`config.mk`:
```
export PLATFORM = sky130hd
export DESIGN_NAME = sorted_list_insert_delete
export DESIGN_NICKNAME = d
export VERILOG_FILES = /design/src/sv/sli_pkg.sv /design/src/sv/sli_cell.sv /design/src/sv/sorted_list_insert_delete.sv
export SDC_FILE = /design/constraint.sdc
export NUM_CORES = 2
export LEC_CHECK = 0
export BUFFER_PORTS_ARGS = -buffer_cell sky130_fd_sc_hd__buf_2
export CAP_MARGIN = 20
export CORE_UTILIZATION = 35
export DETAILED_ROUTE_END_ITERATION = 10
export GPL_TIMING_DRIVEN = 0
export HOLD_SLACK_MARGIN = 0.1
export PLACE_DENSITY = 0.56
export RECOVER_POWER = 100
export SYNTH_ARGS = -nofsm -noshare
export SYNTH_HDL_FRONTEND = slang
export SYNTH_SLANG_ARGS = --single-unit
```
`constraint.sdc`:
```
create_clock -name aclk -period 11.75 [get_ports aclk]
set_input_delay 2.9375 -clock aclk [delete_from_list [all_inputs] [get_ports aclk]]
set_output_delay 2.9375 -clock aclk [all_outputs]
set_load 0.005 [all_outputs]
```
`src/sv/sli_pkg.sv`:
```
`timescale 1ns / 1ps
// ----------------------------------------------------------------------------
// sli_pkg
// Shared constants and types for the sorted list insert and delete block.
// ----------------------------------------------------------------------------
package sli_pkg;

    localparam int CAPACITY = 32;
    localparam int CNT_W    = $clog2(CAPACITY + 1);

    typedef enum logic [1:0] {
        CMD_INSERT = 2'd0,
        CMD_DELETE = 2'd1,
        CMD_READ   = 2'd2
    } cmd_t;

    typedef enum logic [2:0] {
        ST_INSERTED  = 3'd0,
        ST_FULL      = 3'd1,
        ST_DELETED   = 3'd2,
        ST_NOT_FOUND = 3'd3,
        ST_ELEMENT   = 3'd4,
        ST_EMPTY     = 3'd5
    } status_t;

    typedef enum logic {
        S_IDLE = 1'b0,
        S_READ = 1'b1
    } state_t;

    typedef struct packed {
        logic ins;
        logic del;
        logic rot;
    } cell_op_t;

endpackage

```
`src/sv/sli_cell.sv`:
```
`timescale 1ns / 1ps
// ----------------------------------------------------------------------------
// sli_cell
// One list position: holds an entry and shifts it toward either neighbor.
// ----------------------------------------------------------------------------
module sli_cell
    import sli_pkg::*;
(
    input  logic               aclk,
    input  cell_op_t           op,
    input  logic signed [31:0] new_value,
    input  logic signed [31:0] left_value,
    input  logic signed [31:0] right_value,
    input  logic signed [31:0] wrap_value,
    input  logic               occ,
    input  logic               occ_right,
    input  logic               gt_left,
    input  logic               hit_left,
    output logic signed [31:0] value,
    output logic               gt,
    output logic               hit
);

    logic signed [31:0] value_reg;
    logic signed [31:0] value_next;

    assign value = value_reg;
    assign gt    = occ && (value_reg > new_value);
    assign hit   = hit_left || (occ && (value_reg == new_value));

    always_comb begin
        value_next = value_reg;
        if (op.ins) begin
            if (gt_left) begin
                value_next = left_value;
            end else if (gt || !occ) begin
                value_next = new_value;
            end
        end else if (op.del) begin
            if (hit) begin
                value_next = right_value;
            end
        end else if (op.rot) begin
            value_next = occ_right ? right_value : wrap_value;
        end
    end

    always_ff @(posedge aclk) begin
        value_reg <= value_next;
    end

endmodule

```
`src/sv/sorted_list_insert_delete.sv`:
```
`timescale 1ns / 1ps
// ----------------------------------------------------------------------------
// sorted_list_insert_delete
// Bounded ascending list of signed values kept in a chain of cells.
// ----------------------------------------------------------------------------
// Channel | Ports                       | Direction | Word
// s_      | s_valid s_ready s_cmd s_value | in      | one command
// m_      | m_valid m_ready m_status m_element m_last | out | one result
//
// Insert and delete act on the whole chain: every cell compares and shifts at once.
// A read of n entries holds the input off until its n words are emitted while the
// chain rotates one position per emitted word; an empty read gives one word.
// Reset clears the entry count, the read sequencer and the output valid flag.
// A stalled result holds the output register; the input waits behind it and during a read.
// ----------------------------------------------------------------------------
module sorted_list_insert_delete
    import sli_pkg::*;
(
    input  logic               aclk,
    input  logic               aresetn,
    input  logic               s_valid,
    output logic               s_ready,
    input  logic [1:0]         s_cmd,
    input  logic signed [31:0] s_value,
    output logic               m_valid,
    input  logic               m_ready,
    output logic [2:0]         m_status,
    output logic signed [31:0] m_element,
    output logic               m_last
);

    state_t             state_reg,     state_next;
    logic [CNT_W-1:0]   count_reg,     count_next;
    logic [CNT_W-1:0]   remain_reg,    remain_next;
    logic               m_valid_reg,   m_valid_next;
    status_t            m_status_reg,  m_status_next;
    logic signed [31:0] m_element_reg, m_element_next;
    logic               m_last_reg,    m_last_next;

    cell_op_t           op;
    logic               out_free;
    logic               accept;

    logic signed [31:0] cell_value [CAPACITY];
    logic               cell_gt    [CAPACITY];
    logic               cell_hit   [CAPACITY];
    logic               cell_occ   [CAPACITY];

    genvar i;
    generate
        for (i = 0; i < CAPACITY; i++) begin : g_cell
            assign cell_occ[i] = count_reg > CNT_W'(i);
            if (i == 0) begin : g_first
                sli_cell u_cell (
                    .aclk        (aclk),
                    .op          (op),
                    .new_value   (s_value),
                    .left_value  (cell_value[0]),
                    .right_value (cell_value[1]),
                    .wrap_value  (cell_value[0]),
                    .occ         (cell_occ[0]),
                    .occ_right   (cell_occ[1]),
                    .gt_left     (1'b0),
                    .hit_left    (1'b0),
                    .value       (cell_value[0]),
                    .gt          (cell_gt[0]),
                    .hit         (cell_hit[0])
                );
            end else if (i == CAPACITY - 1) begin : g_last
                sli_cell u_cell (
                    .aclk        (aclk),
                    .op          (op),
                    .new_value   (s_value),
                    .left_value  (cell_value[i-1]),
                    .right_value (cell_value[i]),
                    .wrap_value  (cell_value[0]),
                    .occ         (cell_occ[i]),
                    .occ_right   (1'b0),
                    .gt_left     (cell_gt[i-1]),
                    .hit_left    (cell_hit[i-1]),
                    .value       (cell_value[i]),
                    .gt          (cell_gt[i]),
                    .hit         (cell_hit[i])
                );
            end else begin : g_mid
                sli_cell u_cell (
                    .aclk        (aclk),
                    .op          (op),
                    .new_value   (s_value),
                    .left_value  (cell_value[i-1]),
                    .right_value (cell_value[i+1]),
                    .wrap_value  (cell_value[0]),
                    .occ         (cell_occ[i]),
                    .occ_right   (cell_occ[i+1]),
                    .gt_left     (cell_gt[i-1]),
                    .hit_left    (cell_hit[i-1]),
                    .value       (cell_value[i]),
                    .gt          (cell_gt[i]),
                    .hit         (cell_hit[i])
                );
            end
        end
    endgenerate

    assign out_free = !m_valid_reg || m_ready;
    assign s_ready  = (state_reg == S_IDLE) && out_free;
    assign accept   = s_valid && s_ready;

    always_comb begin
        state_next     = state_reg;
        count_next     = count_reg;
        remain_next    = remain_reg;
        m_valid_next   = m_valid_reg && !m_ready;
        m_status_next  = m_status_reg;
        m_element_next = m_element_reg;
        m_last_next    = m_last_reg;
        op             = '0;
        case (state_reg)
            S_IDLE: begin
                if (accept) begin
                    case (s_cmd)
                        CMD_INSERT: begin
                            m_valid_next   = 1'b1;
                            m_element_next = '0;
                            m_last_next    = 1'b1;
                            if (count_reg == CNT_W'(CAPACITY)) begin
                                m_status_next = ST_FULL;
                            end else begin
                                op.ins        = 1'b1;
                                count_next    = count_reg + CNT_W'(1);
                                m_status_next = ST_INSERTED;
                            end
                        end
                        CMD_DELETE: begin
                            m_valid_next   = 1'b1;
                            m_element_next = '0;
                            m_last_next    = 1'b1;
                            if (cell_hit[CAPACITY-1]) begin
                                op.del        = 1'b1;
                                count_next    = count_reg - CNT_W'(1);
                                m_status_next = ST_DELETED;
                            end else begin
                                m_status_next = ST_NOT_FOUND;
                            end
                        end
                        CMD_READ: begin
                            if (count_reg == '0) begin
                                m_valid_next   = 1'b1;
                                m_status_next  = ST_EMPTY;
                                m_element_next = '0;
                                m_last_next    = 1'b1;
                            end else begin
                                remain_next = count_reg;
                                state_next  = S_READ;
                            end
                        end
                        default: begin
                        end
                    endcase
                end
            end
            S_READ: begin
                if (out_free) begin
                    op.rot         = 1'b1;
                    m_valid_next   = 1'b1;
                    m_status_next  = ST_ELEMENT;
                    m_element_next = cell_value[0];
                    m_last_next    = (remain_reg == CNT_W'(1));
                    remain_next    = remain_reg - CNT_W'(1);
                    if (remain_reg == CNT_W'(1)) begin
                        state_next = S_IDLE;
                    end
                end
            end
            default: begin
                state_next = S_IDLE;
            end
        endcase
    end

    always_ff @(posedge aclk) begin
        if (!aresetn) begin
            state_reg   <= S_IDLE;
            count_reg   <= '0;
            remain_reg  <= '0;
            m_valid_reg <= 1'b0;
        end else begin
            state_reg   <= state_next;
            count_reg   <= count_next;
            remain_reg  <= remain_next;
            m_valid_reg <= m_valid_next;
        end
    end

    always_ff @(posedge aclk) begin
        m_status_reg  <= m_status_next;
        m_element_reg <= m_element_next;
        m_last_reg    <= m_last_next;
    end

    assign m_valid   = m_valid_reg;
    assign m_status  = m_status_reg;
    assign m_element = m_element_reg;
    assign m_last    = m_last_reg;

`ifndef SYNTH
    a_count_bound: assert property (@(posedge aclk) disable iff (!aresetn)
        count_reg <= CNT_W'(CAPACITY))
        else $error("entry count exceeds capacity");

    a_read_blocks_input: assert property (@(posedge aclk) disable iff (!aresetn)
        (state_reg == S_READ) |-> !s_ready)
        else $error("input ready during a read");

    a_read_holds_count: assert property (@(posedge aclk) disable iff (!aresetn)
        (state_reg == S_READ) |=> $stable(count_reg))
        else $error("entry count changed during a read");

    a_remain_nonzero: assert property (@(posedge aclk) disable iff (!aresetn)
        (state_reg == S_READ) |-> (remain_reg != '0 && remain_reg <= count_reg))
        else $error("read counter out of range");

    a_status_last: assert property (@(posedge aclk) disable iff (!aresetn)
        (m_valid && m_status != ST_ELEMENT) |-> (m_last && m_element == '0))
        else $error("status word without last or with nonzero element");
`endif

endmodule
```
After elaboration in Yosys (flattened, before gate mapping)
Index checks and enable logic that the tools add are counted.
{"block": "op_classes", "n_reduce_logical": 208, "n_eq_ne": 109, "n_lt_le_gt_ge": 64, "mux": 265, "addsub": 3, "bitwise": 1}
{"cell": "32-bit two-way mux", "count": 224}
{"cell": "32-bit equality test", "count": 32}
{"cell": "32-bit > comparator", "count": 32}
{"cell": "3-bit by 1-bit inequality test with 1-bit output, second input constant", "count": 61}
{"cell": "32-bit one-hot mux with 2 select lines", "count": 2}
{"cell": "6-bit by 5-bit > comparator with 1-bit output, second input constant", "count": 16}
{"cell": "3-bit AND reduction", "count": 31}
{"cell": "1-bit logical AND", "count": 67}
{"cell": "1-bit logical OR", "count": 64}
{"cell": "6-bit by 4-bit > comparator with 1-bit output, second input constant", "count": 8}
{"cell": "6-bit two-way mux", "count": 6}
{"cell": "1-bit zero test", "count": 34}
{"cell": "6-bit by 3-bit > comparator with 1-bit output, second input constant", "count": 4}
{"cell": "6-bit one-hot mux with 2 select lines", "count": 2}
{"cell": "1-bit two-way mux", "count": 19}
{"cell": "4-bit AND reduction", "count": 4}
{"cell": "6-bit by 1-bit > comparator with 1-bit output, second input constant", "count": 2}
{"cell": "6-bit by 2-bit > comparator with 1-bit output, second input constant", "count": 2}
{"cell": "6-bit by 1-bit subtractor with 6-bit output, second input constant", "count": 2}
{"cell": "1-bit one-hot mux with 2 select lines", "count": 5}
{"cell": "3-bit two-way mux", "count": 3}
{"cell": "3-bit one-hot mux with 3 select lines", "count": 1}
{"cell": "2-bit by 1-bit inequality test with 1-bit output, second input constant", "count": 4}
{"cell": "2-bit inequality test, second input constant", "count": 4}
{"cell": "17 further kinds", "count": 21}
{"block": "word_totals", "regBits": 1074, "input_bits": 38, "word_cells": 689, "output_inout_bits": 38}

Longest topological paths before layout
{"block": "logic_depth", "ltp_word": 39, "mapped_depth": 17, "ltp_nobuf": 12}

Cells and area by module
Synthesis repeated with hierarchy kept, for this count alone.
{"block": "unflattened", "hier_cells": 9885, "area_unflattened_um2": 93856.3}
{"mod": "sli_cell (g_cell[0].g_first.u_cell ...)", "cells_per_inst": 300, "area_each_um2": 2845.2, "instances": 30, "seq_area_each_um2": 960.9}
{"mod": "sli_cell (g_cell[8].g_mid.u_cell ...)", "cells_per_inst": 302, "area_each_um2": 2867.8, "instances": 2, "seq_area_each_um2": 960.9}
{"mod": "sorted_list_insert_delete", "cells_per_inst": 281, "area_each_um2": 2763.9, "instances": 1, "seq_area_each_um2": 1361.3}

Least setup slack after synthesis
OpenSTA, ideal clock, no wires.
{"block": "synth_timing", "path_type": "input to register", "start": "input port s_value[9]", "end": "register g_cell[0].g_first.u_cell.value_reg[0] (enable)", "required_time_ns": 11.270, "setup_time_ns": 0.480, "stages": 15, "t_arrival_ns": 8.638, "path_slack_ns": 2.632, "path_buffers": 3, "path_cell_list": "clkbuf_1 -> inv_1 -> ha_1 -> and4_1 -> and4_1 -> o2111ai_1 -> o21ai_0 -> nor4_2 -> nand4_1 -> o311ai_4 -> buf_6 -> buf_4 -> mux2i_1 -> nor2_1 -> a311oi_1"}
{"block": "synth_between", "elab_chain_cells": 39, "elab_cells_between_ends": 107, "classes_between": "1 x order compare; 34 x eq/ne; 4 x mux; 68 x reduce/logical"}
{"item": "from (decl)", "line": "sorted_list_insert_delete.sv:24", "rtl": "input logic signed [31:0] s_value,"}
{"item": "32-bit equality test", "line": "sli_cell.sv:29", "rtl": "assign hit = hit_left || (occ && (value_reg == new_value));"}
{"item": "1-bit logical AND", "line": "sli_cell.sv:29"}
{"item": "1-bit logical OR (31 in a row)", "line": "sli_cell.sv:29"}
{"item": "1-bit two-way mux", "line": "sorted_list_insert_delete.sv:138", "rtl": "if (cell_hit[CAPACITY-1]) begin"}
{"item": "1-bit two-way mux", "line": "sorted_list_insert_delete.sv:121", "rtl": "case (s_cmd)"}
{"item": "2-bit two-way mux", "line": "sorted_list_insert_delete.sv:120", "rtl": "if (accept) begin"}
{"item": "2-bit two-way mux", "line": "sorted_list_insert_delete.sv:118", "rtl": "case (state_reg)"}
{"item": "3-bit by 1-bit inequality test with 1-bit output (no line) / 3-bit nonzero test (equally long branches)"}
{"item": "4-bit AND reduction (no line) *"}
{"item": "to (signal assigned)", "line": "sli_cell.sv:49", "rtl": "value_reg <= value_next;"}
{"item": "to (decl)", "line": "sli_cell.sv:24", "rtl": "logic signed [31:0] value_reg;"}
Mark *: on every way between the ends. The rest lies on a longest branch, timed or not.
A chain may end at the register's enable or synchronous reset.

Final worst setup path
{"block": "layout_timing", "start": "input port s_value[19]", "end": "register g_cell[13].g_mid.u_cell.value_reg[23] (data pin)"}
{"block": "layout_between", "elab_chain_cells": 39, "elab_cells_between_ends": 104, "classes_between": "1 x order compare; 32 x eq/ne; 7 x mux; 64 x reduce/logical"}
{"item": "32-bit equality test", "line": "sli_cell.sv:29"}
{"item": "1-bit logical AND", "line": "sli_cell.sv:29"}
{"item": "1-bit logical OR (31 in a row)", "line": "sli_cell.sv:29"}
{"item": "1-bit two-way mux", "line": "sorted_list_insert_delete.sv:138"}
{"item": "1-bit two-way mux", "line": "sorted_list_insert_delete.sv:121"}
{"item": "2-bit two-way mux", "line": "sorted_list_insert_delete.sv:120"}
{"item": "2-bit two-way mux", "line": "sorted_list_insert_delete.sv:118"}
{"item": "32-bit two-way mux", "line": "sli_cell.sv:39", "rtl": "end else if (op.del) begin"}
{"item": "32-bit two-way mux *", "line": "sli_cell.sv:33", "rtl": "if (op.ins) begin"}
{"item": "named net g_cell[13].g_mid.u_cell.value_next[23]", "line": "sli_cell.sv:25", "rtl": "logic signed [31:0] value_next;"}
{"item": "to (signal assigned)", "line": "sli_cell.sv:49"}
{"item": "to (decl)", "line": "sli_cell.sv:24"}
Mark *: on every way through the listed nets, which the timed path passes. The rest lies on a longest branch.

==> summary.txt <==
Timing
  • Rel. slew slack: -101.1%
  • Final Hold Viols: 0
  • Setup violators final: 340
  • Tightest Pin Transition: approximately 3.0 ns
  • RSZ-0062 raised after global routing: no
  • Post-route setup TNS: -46.51 ns
  • Final Cycle Share: 103.3%
  • Final worst slack: -0.3878 ns
  • Final Max Slew Viols: 396
  • Fmax: around 80 MHz
  • Final min period: 12.14 ns
  • Worst clock skew: ~0.046 ns

Pwr
  • Internal: 0.007658 W
  • Pleak: approximately 39 nW
  • Clock share of power: about two fifths
  • Sequential share of power: 40.3%
  • Psw: around 0.0038 W
  • PwrDens: around 110 nW/um^2
  • Logic gate share of total power: 18.8%
  • Sw Share: 33.25%
  • Design Power: about 0.011 W
  • Peak supply drop: around 0.13 mV

Detailed routing
  • Routed wire per std cell: around 47 um
  • Post-route ant nets: 0
  • First-pass detailed-route iteration total: 8
  • DRT iter0 DRCs: roughly 13000
  • Drt total wl: just over 600000 um
  • DR vias: roughly 89000
  • Drt drc: 0
  • Vias/cell: slightly below 7

Critical path
  • Reg2reg setup slack: 0.88 ns
  • CP Data Arrival Time: ~13 ns
  • Startpoint Class: input pin
  • Worst r2r dst: g_cell[18].g_mid.u_cell.value[5]
  • WP data required: 12.30 ns
  • Maximum fanout along the worst path: 35
  • CP startpoint: s_value[19]
  • Reg2reg path depth: 14
  • FF-to-FF Start: count_reg[0]
  • Kind of critical path: input pin to flop
  • Setup crit end: g_cell[13].g_mid.u_cell.value[23]
  • Critical path endpoint category: flop

Die
  • Die area: around 250000 sq um
  • Die Wd: between 500 and 600 um
  • Starting Density: roughly a third
  • Boundary Pins: 76
  • Die height: around 500 um
  • Core area: roughly 250000 sq um
  • # rows: ~180

Clock network
  • CTS tree: yes
  • Clk pin slew, worst setup/hold paths: 0.06 ns
  • Root Buffer Master: clkbuf_16
  • Clk Latency, worst-skew pair: between 0.8 and 0.9 ns
  • CTS buffer count: 150
  • Clk sink count: around 1100
  • Setup bufs post-CTS: 0
  • Hold buffer count at cts: 0
  • Max clock buf depth: 3
  • Cts repair resizes: 0
  • H-Tree Level Count: 4

Logic synthesis
  • Mapped Avg Cell Area: ~9.9 sq um
  • Compound-gate portion of the synthesized area: 18.92%
  • Flops & latches, synth: 1074
  • Yosys warns: 0
  • Synth async-reset ratio: 0%
  • Simple-gate share of the synthesized area: approximately 14%
  • Cell area after synthesis: 87650 sq um
  • Post-Synth Adder-Cell Area: around 15%
  • Combinational family with the most area after synthesis: compound AO/OA/AOI/OAI gates
  • Post-synthesis cell count: slightly below 9000
  • Share of Yosys cell area claimed by the top area cell type: a little over a third
  • Cell variety after synth: 96
  • Ys flop type: edfxtp_1
  • Mapped Nets: 9958
  • Synth area leader: edfxtp_1
  • Xor-xnor portion of the synthesized cell area: 0.09993%
  • Seq/Total Area, Yosys: a little over a third
  • Post-synthesis mux area share: 11.90%
  • Number of flops mapped to enable cells by yosys: roughly 1100
  • Top cells by area, synth: edfxtp_1 36%, ha_1 15%, mux2i_1 11%
  • Count leader, synth: edfxtp_1
  • Commonest cells in the netlist: 1060 x edfxtp_1, 1035 x ha_1, 962 x mux2i_1

Final layout
  • Final Util: 40.57%
  • Max FFs per register: between 900 and 1000
  • Fraction of layout cells with a size suffix above 1: under 10%
  • Post-Layout Inst Area: just over 100000 sq um
  • Area growth from synthesis to final layout: 15.21%
  • Finished Layout Cells: approximately 13000
  • Net count, final: roughly 10000

GRT
  • Vias in the first global route: between 80000 and 90000
  • Overall global routing resource usage: between 40% and 50%
  • Largest net degree at the start of global routing: 36
  • Total gr overflow: 0
  • Global-route wire length before repair: ~780000 um
  • Antenna violations before repair: 68

Placement
  • Inst Count DP: approximately 13000
  • Placer Congestion: 1.116
  • HPWL Detailed: roughly 500000 um
  • Area after DPL: 96850 sq um
  • Buffers added on ports: 45

Run status
  • Failing checks: capacitance limit, slew limit, setup timing
  • Status: finished, violations left

Run
  • Maxcap violations: 31

Worst hold path
  • Hold Crit Class: flop to flop
==> cells in the final DEF, fill, tap and decap left out, drive strengths merged, types with 59 or more instances in the layout <==
cell type,count
o221ai,328
clkbuf,897
a22oi,98
nand3,448
o31ai,202
nor3,196
mux2i,962
buf,411
inv,116
nand4,275
a21o,130
clkinv,63
and2,74
mux2,71
nor4,79
nor2,532
o221a,64
nand2,681
o22ai,69
a21oi,689
o21ai,280
a211oi,137
nor2b,59
ha,1035
edfxtp,1060
o311a,97
==> final cells by class <==
type                       instances  area, sq um
tap                             3330         4167
antenna                           31        77.57
multi-input combinational       6950        52110
sequential                      1074        32110
timing repair buffer             368         4332
clock inverter                    80        749.5
buffer                           750         3005
inverter                         111        451.7
fill                           24657       147900
clock buffer                     190         3978
==> power groups by stage <==
stage | sequential [W] | combinational [W] | clock, W
2_1_floorplan | 0.00456 | 0.00106 | 0
3_3_place_gp | 0.00470 | 0.00190 | 0
3_5_place_dp | 0.00468 | 0.00207 | 0
4_1_cts | 0.00460 | 0.00208 | 0.00466
5_1_grt | 0.00462 | 0.00222 | 0.00478
6_report | 0.00462 | 0.00216 | 0.00469
==> how the worst min path moves through the flow <==
stage                        from             to  slack (ns)  cells after the start
finish              remain_reg[1]  remain_reg[1]        0.57                      2
detailed placement  remain_reg[1]  remain_reg[1]        0.56                      2
global placement    remain_reg[1]  remain_reg[1]        0.56                      2
global route        remain_reg[2]  remain_reg[2]        0.59                      2
floorplan           remain_reg[1]  remain_reg[1]        0.52                      2
CTS                 remain_reg[1]  remain_reg[1]        0.57                      2
==> stage by stage <==
stage | setup WS [ns] | hold slack, ns
floorplan | 2.632 | 0.5165
global placement | -7.343 | 0.5568
detailed placement | 0.2094 | 0.5606
CTS | 1.082 | 0.5676
global route | 0.3197 | 0.5911
finish | -0.3878 | 0.5659
==> layer usage <==
| metal | vias to the layer above | global-route usage (%) | wire length [um] |
|---|---|---|---|
| met1 | 44518 | 54.02 | 217400 |
| li1 | 36154 | - | - |
| met3 | 1804 | 12.19 | 65020 |
| met4 | 28 | 42.57 | 66370 |
| met2 | 6670 | 70.36 | 257500 |
| met5 | - | 0 | 353 |
==> cells by family (layout without fill, tap and decap cells) <==
group / count (synthesis) / after routing
AO/OA/AOI/OAI: 2391 / 2391
XOR/XNOR: 10 / 10
adder cells (fa/ha/maj): 1035 / 1035
buffers and inverters: 861 / 1499
flip-flops: 1074 / 1074
multiplexers: 1033 / 1033
other: 0 / 31
AND/OR/NAND/NOR: 2481 / 2481
==> critical path: stages <==
cell and delay (ns):
clkbuf_1 0.87, inv_4 0.61, ha_1 0.57, nand4_1 0.10, nor2_1 0.72, nand4_1 0.38
o311ai_0 2.41, nor4b_1 0.25, o211ai_1 1.12, a31oi_1 1.23, clkbuf_1 0.70, o31ai_1 0.48
a21oi_1 0.08
No activity file was read; power rests on OpenSTA's default activity.
